### config.mk
export PLATFORM = sky130hd
export DESIGN_NAME = teq_front
export DESIGN_NICKNAME = d
export VERILOG_FILES = /design/src/rtl/teq_pkg.sv /design/src/rtl/teq_front.sv
export SDC_FILE = /design/constraint.sdc
export NUM_CORES = 1
export LEC_CHECK = 0
export BUFFER_PORTS_ARGS = -buffer_cell sky130_fd_sc_hd__buf_2
export CAP_MARGIN = 20
export CORE_MARGIN = 2
export CORE_UTILIZATION = 54
export CTS_BUF_LIST = sky130_fd_sc_hd__clkbuf_4
export DETAILED_ROUTE_END_ITERATION = 8
export GPL_TIMING_DRIVEN = 0
export HOLD_SLACK_MARGIN = 0.08
export PLACE_DENSITY = 0.82
export RECOVER_POWER = 50
export SETUP_SLACK_MARGIN = 0.4
export SYNTH_ARGS = -nofsm -noshare
export SYNTH_HDL_FRONTEND = slang
export SYNTH_SLANG_ARGS = --single-unit
### constraint.sdc
create_clock -name clk_i -period 7 [get_ports clk_i]
set_input_delay 0.7 -clock clk_i [delete_from_list [all_inputs] [get_ports clk_i]]
set_output_delay 0.7 -clock clk_i [all_outputs]
set_load 0.01 [all_outputs]
### src/rtl/teq_pkg.sv
// ----------------------------------------------------------------------------
// teq_pkg: shared types and constants for the timer expiry queue
// Store sizing, command and result codes, configuration bundle.
// ----------------------------------------------------------------------------
package teq_pkg;

  localparam int unsigned CAPACITY     = 16;
  localparam int unsigned REPORT_LIMIT = (CAPACITY < 16) ? CAPACITY : 16;
  localparam int unsigned EXAM_W       = $clog2(REPORT_LIMIT + 1);

  localparam logic [1:0] CFG_MARKER = 2'd0;
  localparam logic [1:0] CFG_PERIOD = 2'd1;

  typedef enum logic {
    OP_ADD  = 1'b0,
    OP_TICK = 1'b1
  } op_e;

  typedef enum logic [1:0] {
    KIND_ADD_OK    = 2'd0,
    KIND_ADD_FULL  = 2'd1,
    KIND_EXPIRED   = 2'd2,
    KIND_TICK_DONE = 2'd3
  } kind_e;

  typedef struct packed {
    op_e         op;
    logic [63:0] deadline;
    logic [31:0] value;
    logic [15:0] task_id;
  } cmd_t;

  typedef struct packed {
    logic [31:0] marker;
    logic [15:0] period;
  } cfg_t;

endpackage

### src/rtl/teq_front.sv
// ----------------------------------------------------------------------------
// teq_front: command intake
// Accepts items, classifies them by mode and queues them for the back end.
// ----------------------------------------------------------------------------
module teq_front (
  input  logic          clk_i,
  input  logic          rst_ni,
  input  logic          start_i,
  output logic          busy_o,
  input  logic          mode_i,
  input  logic [63:0]   new_deadline_i,
  input  logic [31:0]   new_value_i,
  input  logic [15:0]   new_task_i,
  output logic          cmd_valid_o,
  output teq_pkg::cmd_t cmd_o,
  input  logic          cmd_pop_i
);
  import teq_pkg::*;

  cmd_t       entry_q [2];
  logic       wr_ptr_q, wr_ptr_d;
  logic       rd_ptr_q, rd_ptr_d;
  logic [1:0] fill_q, fill_d;
  logic       push;
  logic       pop;

  assign busy_o      = (fill_q == 2'd2);
  assign push        = start_i && !busy_o;
  assign cmd_valid_o = (fill_q != 2'd0);
  assign pop         = cmd_pop_i && cmd_valid_o;
  assign cmd_o       = entry_q[rd_ptr_q];

  always_comb begin
    wr_ptr_d = push ? ~wr_ptr_q : wr_ptr_q;
    rd_ptr_d = pop ? ~rd_ptr_q : rd_ptr_q;
    fill_d   = fill_q + {1'b0, push} - {1'b0, pop};
  end

  always_ff @(posedge clk_i or negedge rst_ni) begin
    if (!rst_ni) begin
      wr_ptr_q <= 1'b0;
      rd_ptr_q <= 1'b0;
      fill_q   <= 2'd0;
    end else begin
      wr_ptr_q <= wr_ptr_d;
      rd_ptr_q <= rd_ptr_d;
      fill_q   <= fill_d;
    end
  end

  always_ff @(posedge clk_i) begin
    if (push) begin
      entry_q[wr_ptr_q] <= '{op: mode_i ? OP_TICK : OP_ADD, deadline: new_deadline_i,
                             value: new_value_i, task_id: new_task_i};
    end
  end

endmodule

==> impl_metrics.ini, run 1 <==
[synth]
synthesis.nets = 489
synth_area_um2 = 8600
synth.top_cells.by_count = 226 x edfxtp_1, 60 x mux2_4, 53 x mux2_2, 7 x buf_6, 5 x buf_2
synth.distinct_cells = 17
async_flop_share = 0.0174
synthTopCellsByArea = edfxtp_1 79%, mux2_4 10%, mux2_2 6.9%, dfrtp_1 1.2%, buf_6 0.92%
synth_top_area_share = 0.789
ys_warn_count = 0
avgSynthCellArea_um2 = 23.3
ys_ff_latch = 230
yosys.cell_count.top_type = edfxtp_1
synth_edf_count = 226
seq_area_frac_synth = 0.800
synthFlopType = edfxtp_1
synth_top_area_cell = edfxtp_1
syn-instance-count = 370

[global_routing]
grt_remaining_overflow = 0
grt_max_degree = 65
first_global_vias = 4768
grt_antenna_before_repair = 1
grt_usage = 0.179
grt_pass1_wl_mm = 22.9

[floorplan]
fp-row-count = 46
die-area_um2 = 17000
start_util = 0.548
die_w_um = 130
die-height_um = 130
core-area_um2 = 15700
pin_count = 232

[timing]
skew_ps = 33.4
final_max_slew_viol_count = 70
period_share = 0.449
slew_headroom = -0.624
max_freq_ghz = 0.318
rsz0062_at_grt = no
setup_viol = 0
worst_slack_ps = 3850
tightest_slew_ps = 2440
min_period_ps = 3150
hold_viol = 0
setup_tns_ps = 0

[hold_path]
hold_end = entry_q[0][6]$_DFFE_PP_
min_path_type = primary input to register
hold_start = new_task_i[6]
holdPathStages = 1

[cells_and_area]
finalNonFillerCells = 916
syn2layout_area_growth_pct = 24.7
nets = 783
final_area_um2 = 10700
layout-drive-gt1-share = 0.545
fillers = 1076
regArea_um2 = 6890
multi_input_area_um2 = 1590
fin_util = 0.683

[route]
routed_via_density = 4.93
wire_per_inst_um = 17.3
drc = 0
finalWirelength_mm = 15.9
antenna_left = 0
dr.pass1.iters = 6
vias = 4519
drt-initial-drc-count = 227

[setup_path]
r2r_slack_ps = 3850
cp.required_ps = 7280
r2r_end = entry_q[1][75]$_DFFE_PP_
ff2ff_path_depth = 3
crit_path_start_kind = register
worstSetupPathType = register to register
critPathArrivalTime_ps = 3420
path_max_fanout = 64
cp-end-kind = register
rr_startpoint = fill_q[0]$_DFF_PN0_

[placed_design]
io_buffers = 231
gp_congestion = 0.718
placed_cell_area_um2 = 10100
place_ws_ps = 4660
dp.cells = 821
hpwl_mm = 10.9

[clock_tree]
cts_buffer_depth = 3
root_buffer = clkbuf_4
htree_num_levels = 2
cts_made_buffers = 56
cts_setup_buffers = 0
clkLatencyLatePin_ps = 640
cts_tree = built
path_clk_slew_ps = 70
cts_resized = 0
postCtsHoldBufs = 1
clock_sinks = 230

[power_and_ir_drop]
power-per-cell-area_nw_per_um2 = 416
ir_drop_v = 0.000248
p_leak_nw = 4.15

[run]
cap_violations = 2

[status]
outcome = finished with violations
violations = max-capacitance violations, max-slew violations
==> logic make-up (layout without fill, tap and decap cells) <==
family        after synthesis  after routing  share of synthesized area
flops                     230            230                      0.800
mux                       113            113                      0.174
buf+inv                    15            344                     0.0147
simple gates                6              6                    0.00378
xor+xnor                    4              4                    0.00407
fa+ha+maj                   2              2                    0.00291
other cells                 0              1                          0
==> cell type report <==
class / count / share of cell area
diodes: 1 / 0.000233
plain buffers: 13 / 0.0111
clock buffers: 80 / 0.0560
clock inverters: 13 / 0.00723
inverters: 2 / 0.000700
multi-input cells: 125 / 0.148
flip-flops and latches: 230 / 0.642
well taps: 216 / 0.0252
repair buffers: 236 / 0.109
==> through the flow <==
step / hold WS [ps] / power (W)
floorplan: 404 / 0.00298
global placement: 477 / 0.00347
detailed placement: 512 / 0.00349
CTS: 202 / 0.00453
global route: 181 / 0.00470
finish: 245 / 0.00446
==> sequential cells by signal, indices dropped and copies added (netlist names) <==
register and cells:
entry_q 226, fill_q 2, rd_ptr_q 1, wr_ptr_q 1
==> critical path, cell delays in order, from the launching register on <==
cell,delay [ps]
dfrtp_1,380
nand2b_1,160
and3_1,1830
buf_16,360
==> per-layer routing <==
metal | GRT usage | part of all wire
met4 | 0.0772 | 0.016
met5 | 0 | 0
met1 | 0.187 | 0.36
met3 | 0.0677 | 0.095
met2 | 0.323 | 0.53
==> layout by cell type, fill, tap and decap left out, types with 2 or more instances in the layout <==
cell type  instances
mux2_4            60
mux2_2            53
ha_1               2
buf_12             3
clkbuf_1          62
buf_6              7
xnor2_1            3
dfrtp_1            4
clkinv_2           2
clkinv_1           9
edfxtp_1         226
inv_1              2
buf_2            171
clkbuf_4          80
buf_1              3
==> power by group <==
| group | switching [W] | total, W | internal (W) |
|---|---|---|---|
| Sequential | 0.0000754 | 0.00196 | 0.00189 |
| Combinational | 0.000743 | 0.00147 | 0.000725 |
| Clock | 0.000472 | 0.00103 | 0.000556 |
| Total | 0.00129 | 0.00446 | 0.00317 |
==> worst max path at each step <==
stage                                     from                        end  slack (ps)  cells past startpoint
after global placement                 start_i  entry_q[0][112]$_DFFE_PP_       -1430                      3
after CTS                 rd_ptr_q$_DFFE_PN0P_                  cmd_o[76]        4280                      5
after floorplan                        start_i    entry_q[0][0]$_DFFE_PP_         920                      2
after detailed placement               start_i  entry_q[0][112]$_DFFE_PP_        4660                      5
after global routing       fill_q[0]$_DFF_PN0_   entry_q[1][70]$_DFFE_PP_        3580                      3
final                      fill_q[0]$_DFF_PN0_   entry_q[1][75]$_DFFE_PP_        3850                      3
No activity file was read; power rests on OpenSTA's default activity.
==> run 2, diff against run 1 <==
--- a/config.mk
+++ b/config.mk
@@ -5,6 +5,7 @@
 export SDC_FILE = /design/constraint.sdc
 export NUM_CORES = 1
 export LEC_CHECK = 0
+export ABC_AREA = 1
 export BUFFER_PORTS_ARGS = -buffer_cell sky130_fd_sc_hd__buf_2
 export CAP_MARGIN = 20
 export CORE_MARGIN = 2
==> constraint.sdc (replaced) <==
create_clock -name clk_i -period 3.05 [get_ports clk_i]
set_input_delay 0.305 -clock clk_i [delete_from_list [all_inputs] [get_ports clk_i]]
set_output_delay 0.305 -clock clk_i [all_outputs]
set_load 0.01 [all_outputs]
==> run 2 against run 1 <==
  * The run now ends clean
  * Total power up 140%
  * Cell count up 40%
  * Count of clock-buffer cells in the layout down 1
  * Hold slack better by 130 ps
  * Synthesized cell count up 68%
  * Cell area up 9.9%
  * Die area down 1.5%
  * Global-route usage up 7.7 points
  * Utilization up 9.0 points
  * Largest power group unchanged
==> impl_metrics.ini, run 2 <==
[synth]
avgSynthCellArea_um2 = 13.6
synthSimpleGateAreaFrac = 0.158
synth_top_area_share = 0.801
synthFlopType = edfxtp_1
synth_edf_count = 226
synth_area_um2 = 8470
yosys.cell_count.top_type = nand2_1
synth_fa_ha_area_frac = 0.00295
async_flop_share = 0.0174
ys_warn_count = 0
seq_area_frac_synth = 0.813
synth_top_family_by_area = simple AND/OR/NAND/NOR gates
synth.area.mux_share = 0
synth_compound_area_frac = 0
synth_top_area_cell = edfxtp_1
ys_ff_latch = 230
synthesis.nets = 742
synthTopCellsByArea = edfxtp_1 80%, nand2_1 16%, dfrtp_1 1.2%, buf_6 1.1%, buf_2 0.89%
synth_xor_area_frac = 0
synth.distinct_cells = 11
syn-instance-count = 623
synth.top_cells.by_count = 352 x nand2_1, 226 x edfxtp_1, 15 x buf_2, 9 x inv_1, 8 x buf_6

[cells_and_area]
finalNonFillerCells = 1280
max_flop_register = entry_q
largest_reg_flops = 226
layout-drive-gt1-share = 0.247
final_common_cell = nand2_1
final_cell_mix = 352 x nand2_1, 226 x edfxtp_1, 160 x buf_2
nets = 1154
fin_util = 0.772
reg_top3 = entry_q: 226 flops, fill_q: 2 flops
syn2layout_area_growth_pct = 39.1
fillers = 897
insertedDiodeCount = 0

[setup_path]
crit_path_start_kind = register
critPathSlowestCell = clkbuf_2
path_max_fanout = 33
r2r_end = entry_q[1][37]$_DFFE_PP_
critPathArrivalTime_ps = 2800
r2r_slack_ps = 570
worstSetupPathType = register to register
path_cells = nand2_1, nand2_1, nor2_4, clkbuf_2, buf_12
crit_path_frequent_cell = nand2_1
rr_startpoint = fill_q[1]$_DFF_PN0_
ff2ff_path_depth = 5
cp-end-kind = register
cp.required_ps = 3360
slowest_delay_ps = 670

[timing]
slew_headroom = 0.475
max_freq_ghz = 0.403
hold_viol = 0
worst_slack_ps = 568
min_period_ps = 2480
rsz0062_at_grt = no
period_share = 0.814
final_max_slew_viol_count = 0
tightest_slew_ps = 786
skew_ps = 44.9
setup_viol = 0
setup_tns_ps = 0

[route]
antenna_left = 0
drc = 0
routed_via_density = 4.91
vias = 6291
drt-initial-drc-count = 368
dr.pass1.iters = 5
wire_per_inst_um = 16.8
finalWirelength_mm = 21.5

[placed_design]
hpwl_mm = 11.8
place_ws_ps = 971
dp.cells = 1071
gp_congestion = 0.727
io_buffers = 231

[floorplan]
die-height_um = 129
die_w_um = 129
fp-row-count = 45
core-area_um2 = 15300
pin_count = 232
die-area_um2 = 16700
start_util = 0.555

[clock_tree]
path_clk_slew_ps = 80
cts_made_buffers = 56
root_buffer = clkbuf_4
clock_sinks = 230
htree_num_levels = 2
cts_buffer_depth = 3
clkLatencyLatePin_ps = 660
cts_setup_buffers = 0
cts_tree = built

[power_and_ir_drop]
power-per-cell-area_nw_per_um2 = 910
sw_frac_of_total = 0.350
p_leak_nw = 5.03
switchingPower_w = 0.00376
pwr-share-clk = 0.235
ir_drop_v = 0.000625
pwr-share-seq = 0.418
power.internal_w = 0.00696
comb_power_share = 0.347

[global_routing]
grt_antenna_before_repair = 0
first_global_vias = 6565
grt_pass1_wl_mm = 32.3
grt_max_degree = 43
grt_remaining_overflow = 0
grt_usage = 0.257

[hold_path]
hold_start = new_task_i[15]
hold_end = entry_q[0][15]$_DFFE_PP_
holdPathStages = 2
min_path_type = primary input to register

[run]
cap_violations = 0

[status]
outcome = complete, no violations
## run 2: cell types whose count changed in the layout (fill, tap and decap cells not counted), sizes merged, moves of 3 or more
cell and change:
buf -11, clkbuf +24, dlygate4sd3 +116, inv +6
mux2 -113, nand2 +351, nand3 +3, xnor2 -3
## run 2: area by class of cell
type	instances	area (µm²)	area share
multi-input cells	358	1370	0.116
clock buffers	79	593	0.0503
well taps	211	264	0.0224
inverters	10	43.8	0.00372
repair buffers	354	2340	0.199
plain buffers	25	180	0.0153
flip-flops and latches	230	6890	0.584
clock inverters	13	104	0.00881
## run 2: worst max-delay path by stage
stage | from | end | slack (ps) | depth (start not counted)
floorplan | fill_q[0]$_DFF_PN0_ | entry_q[0][0]$_DFFE_PP_ | 370 | 4
CTS | rd_ptr_q$_DFFE_PN0P_ | cmd_o[97] | 740 | 7
global route | fill_q[0]$_DFF_PN0_ | entry_q[1][37]$_DFFE_PP_ | 380 | 6
detailed placement | fill_q[0]$_DFF_PN0_ | entry_q[0][49]$_DFFE_PP_ | 970 | 5
global placement | fill_q[0]$_DFF_PN0_ | entry_q[0][43]$_DFFE_PP_ | -570 | 4
finish | fill_q[1]$_DFF_PN0_ | entry_q[1][37]$_DFFE_PP_ | 570 | 5
## run 2: metrics by stage
step                hold WS (ps)  power (W)  cell area, µm²
floorplan                   9.41    0.00653            8480
global placement             117    0.00789            9900
global route                 328     0.0113           11800
finish                       376     0.0107           11800
CTS                          312     0.0106           11900
detailed placement           122    0.00804           10000
## run 2: metal layers
metal,wire length (µm),vias up,GRT usage
met5,0,-,0
met4,732,0,0.120
met3,1820,64,0.0822
met2,11400,301,0.469
met1,7550,2975,0.267
li1,-,2951,-
## run 2: power by group through the flow
| stage | Sequential [W] | Clock (W) | Combinational (W) |
|---|---|---|---|
| 6_report | 0.00449 | 0.00252 | 0.00372 |
| 5_1_grt | 0.00454 | 0.00273 | 0.00407 |
| 4_1_cts | 0.00446 | 0.00250 | 0.00367 |
| 3_5_place_dp | 0.00452 | 0 | 0.00352 |
| 3_3_place_gp | 0.00457 | 0 | 0.00332 |
| 2_1_floorplan | 0.00453 | 0 | 0.00200 |
## run 2: repair_timing
action | CTS | global route
gates resized for setup | 0 | 0
hold buffers | 117 | 0
endpoints found under the hold margin | 232 | 0
## run 2: cells by family after synthesis
kind of cell | after synthesis
buffers and inverters | 35
DFF | 230
and+or+nand+nor | 356
adders and majority gates | 2
## run 2: critical path: cells and delay by family (launching register included)
kind                   cells  cell delay [ps]
and+or+nand+nor            3              770
DFF                        1              390
buffers and inverters      2              970
==> run 3, diff against run 2 <==
--- a/config.mk
+++ b/config.mk
@@ -9,12 +9,12 @@
 export BUFFER_PORTS_ARGS = -buffer_cell sky130_fd_sc_hd__buf_2
 export CAP_MARGIN = 20
 export CORE_MARGIN = 2
-export CORE_UTILIZATION = 54
+export CORE_UTILIZATION = 49
 export CTS_BUF_LIST = sky130_fd_sc_hd__clkbuf_4
 export DETAILED_ROUTE_END_ITERATION = 8
 export GPL_TIMING_DRIVEN = 0
 export HOLD_SLACK_MARGIN = 0.08
-export PLACE_DENSITY = 0.82
+export PLACE_DENSITY = 0.78
 export RECOVER_POWER = 50
 export SETUP_SLACK_MARGIN = 0.4
 export SYNTH_ARGS = -nofsm -noshare
==> constraint.sdc (replaced) <==
create_clock -name clk_i -period 2.1 [get_ports clk_i]
set_input_delay 0.21 -clock clk_i [delete_from_list [all_inputs] [get_ports clk_i]]
set_output_delay 0.21 -clock clk_i [all_outputs]
set_load 0.01 [all_outputs]
==> run 3 against run 2 <==
  * Combinational power grew 100%
  * Clock skew decreased by 23 ps
  * Routed wire length grew 9.9%
  * Clock power increased by 50%
  * Sequential power grew 47%
  * Non-clock buffer count is 16 higher
  * First-iteration DRC count grew 13%
  * Largest cell class unchanged
  * Total power increased by 66%
  * Sequential cell count is the same
  * Setup slack got worse by 480 ps
  * Largest power group is now combinational logic
  * Register-to-register slack worse by 90 ps
  * Hold slack lost 92 ps
==> impl_metrics.ini, run 3 (synthesized netlist as in run 2, its figures left out) <==
[setup_path]
path_max_fanout = 8
cp-end-kind = primary output
crit_buf_inv = 5
critPathArrivalTime_ps = 1800
critPathSlowestCell = dfrtp_1
path_cells = buf_6, clkinv_8, clkbuf_16, clkbuf_16, nand2_2, nand2_1, buf_2
crit_path_start_kind = register
r2r_slack_ps = 480
critPathTopFamily = buffers and inverters
worstSetupPathType = register to primary output
cp.required_ps = 1890
crit_path_frequent_cell = clkbuf_16
slowest_delay_ps = 340

[timing]
min_period_ps = 2010
max_freq_ghz = 0.496
setup_viol = 0
final_max_slew_viol_count = 0
slew_headroom = 0.611
tightest_slew_ps = 581
hold_viol = 0
rsz0062_at_grt = yes
skew_ps = 22.2
period_share = 0.959

[global_routing]
grtUsageMet1 = 0.243
grt_antenna_before_repair = 0
grt_pass1_wl_mm = 31.0
grt_usage = 0.221
met2_usage = 0.399
grt_remaining_overflow = 0
use_met3 = 0.0733
first_global_vias = 6320
busiest_layer = met2
grt_max_degree = 29

[cells_and_area]
reg_top3 = entry_q: 226 flops, fill_q: 2 flops
final_common_cell = nand2_1
syn2layout_area_growth_pct = 53.1
largest_reg_flops = 226
insertedDiodeCount = 0
final_area_um2 = 13000
final_cell_mix = 258 x nand2_1, 226 x edfxtp_1, 121 x buf_2
fin_util = 0.758
max_flop_register = entry_q
nets = 1173
layout-drive-gt1-share = 0.369

[floorplan]
fp-row-count = 48
start_util = 0.495
pin_count = 232
die-height_um = 135
core-area_um2 = 17100
die_w_um = 135
die-area_um2 = 18400

[placed_design]
gp_congestion = 0.735
hpwl_mm = 11.6
placed_cell_area_um2 = 10100
io_buffers = 231

[route]
finalWirelength_mm = 23.7
antenna_left = 0
drc = 0
routed_via_density = 4.90
dr.pass1.iters = 4
wire_per_inst_um = 17.9
drt-initial-drc-count = 415
vias = 6497

[power_and_ir_drop]
power_w = 0.0178
power-per-cell-area_nw_per_um2 = 1370
ir_drop_v = 0.000892
p_leak_nw = 5.52

[clock_tree]
cts_made_buffers = 57
clkLatencyLatePin_ps = 670
cts_tree = built
root_buffer = clkbuf_4
path_clk_slew_ps = 80
htree_num_levels = 2
cts_buffer_depth = 3
clock_sinks = 230

[status]
outcome = complete, no violations

[hold_path]
min_path_type = primary input to register

[run]
cap_violations = 0
-- run 3: routing by layer --
layer / vias up / share of wire
li1: 3001 / -
met3: 53 / 0.085
met5: - / 0
met2: 337 / 0.53
met1: 3106 / 0.36
met4: 0 / 0.023
-- run 3: worst paths after layout --
path                                            from                       end  depth (start not counted)
min in group asynchronous                     rst_ni       fill_q[1]$_DFF_PN0_                          3
worst max register to register   fill_q[0]$_DFF_PN0_  entry_q[0][10]$_DFFE_PP_                          4
max in group asynchronous                     rst_ni      rd_ptr_q$_DFFE_PN0P_                          3
worst min-delay path              new_deadline_i[29]  entry_q[0][77]$_DFFE_PP_                          2
worst min register to register  wr_ptr_q$_DFFE_PN0N_      wr_ptr_q$_DFFE_PN0N_                          2
worst max-delay path            rd_ptr_q$_DFFE_PN0P_                 cmd_o[92]                          7
-- run 3: cell type report --
cell class / instances / area [µm²]
plain buffers: 25 / 305
clock buffers: 91 / 683
multi-input cells: 359 / 1780
flip-flops and latches: 230 / 6890
fillers: 1037 / 4150
repair inverters: 1 / 5.00
clock inverters: 15 / 60.1
inverters: 10 / 53.8
well taps: 225 / 282
repair buffers: 370 / 2910
-- run 3: power breakdown --
part / total (W) / switching [W] / internal, W
registers: 0.00659 / 0.000340 / 0.00625
clock network: 0.00378 / 0.00181 / 0.00196
logic: 0.00745 / 0.00416 / 0.00329
total: 0.0178 / 0.00631 / 0.0115
-- run 3: through the flow --
| step | setup TNS [ps] | hold WS (ps) | setup WS [ps] | cells |
|---|---|---|---|---|
| 2_1_floorplan | -122280 | -85.6 | -551 | 623 |
| 3_3_place_gp | -337400 | 22.9 | -1530 | 1079 |
| 3_5_place_dp | 0 | 25.2 | 112 | 1087 |
| 4_1_cts | 0 | 226 | 42.1 | 1321 |
| 5_1_grt | -130 | 216 | -42.0 | 1326 |
| 6_report | 0 | 284 | 85.3 | 1326 |
-- run 3: repair_timing --
action	CTS	global route
resized for setup	42	174
buffers inserted	7	0
cloned	4	5
hold endpoints to repair	232	0
hold buffers	117	0
pin swaps	4	26
setup endpoints to repair	299	138
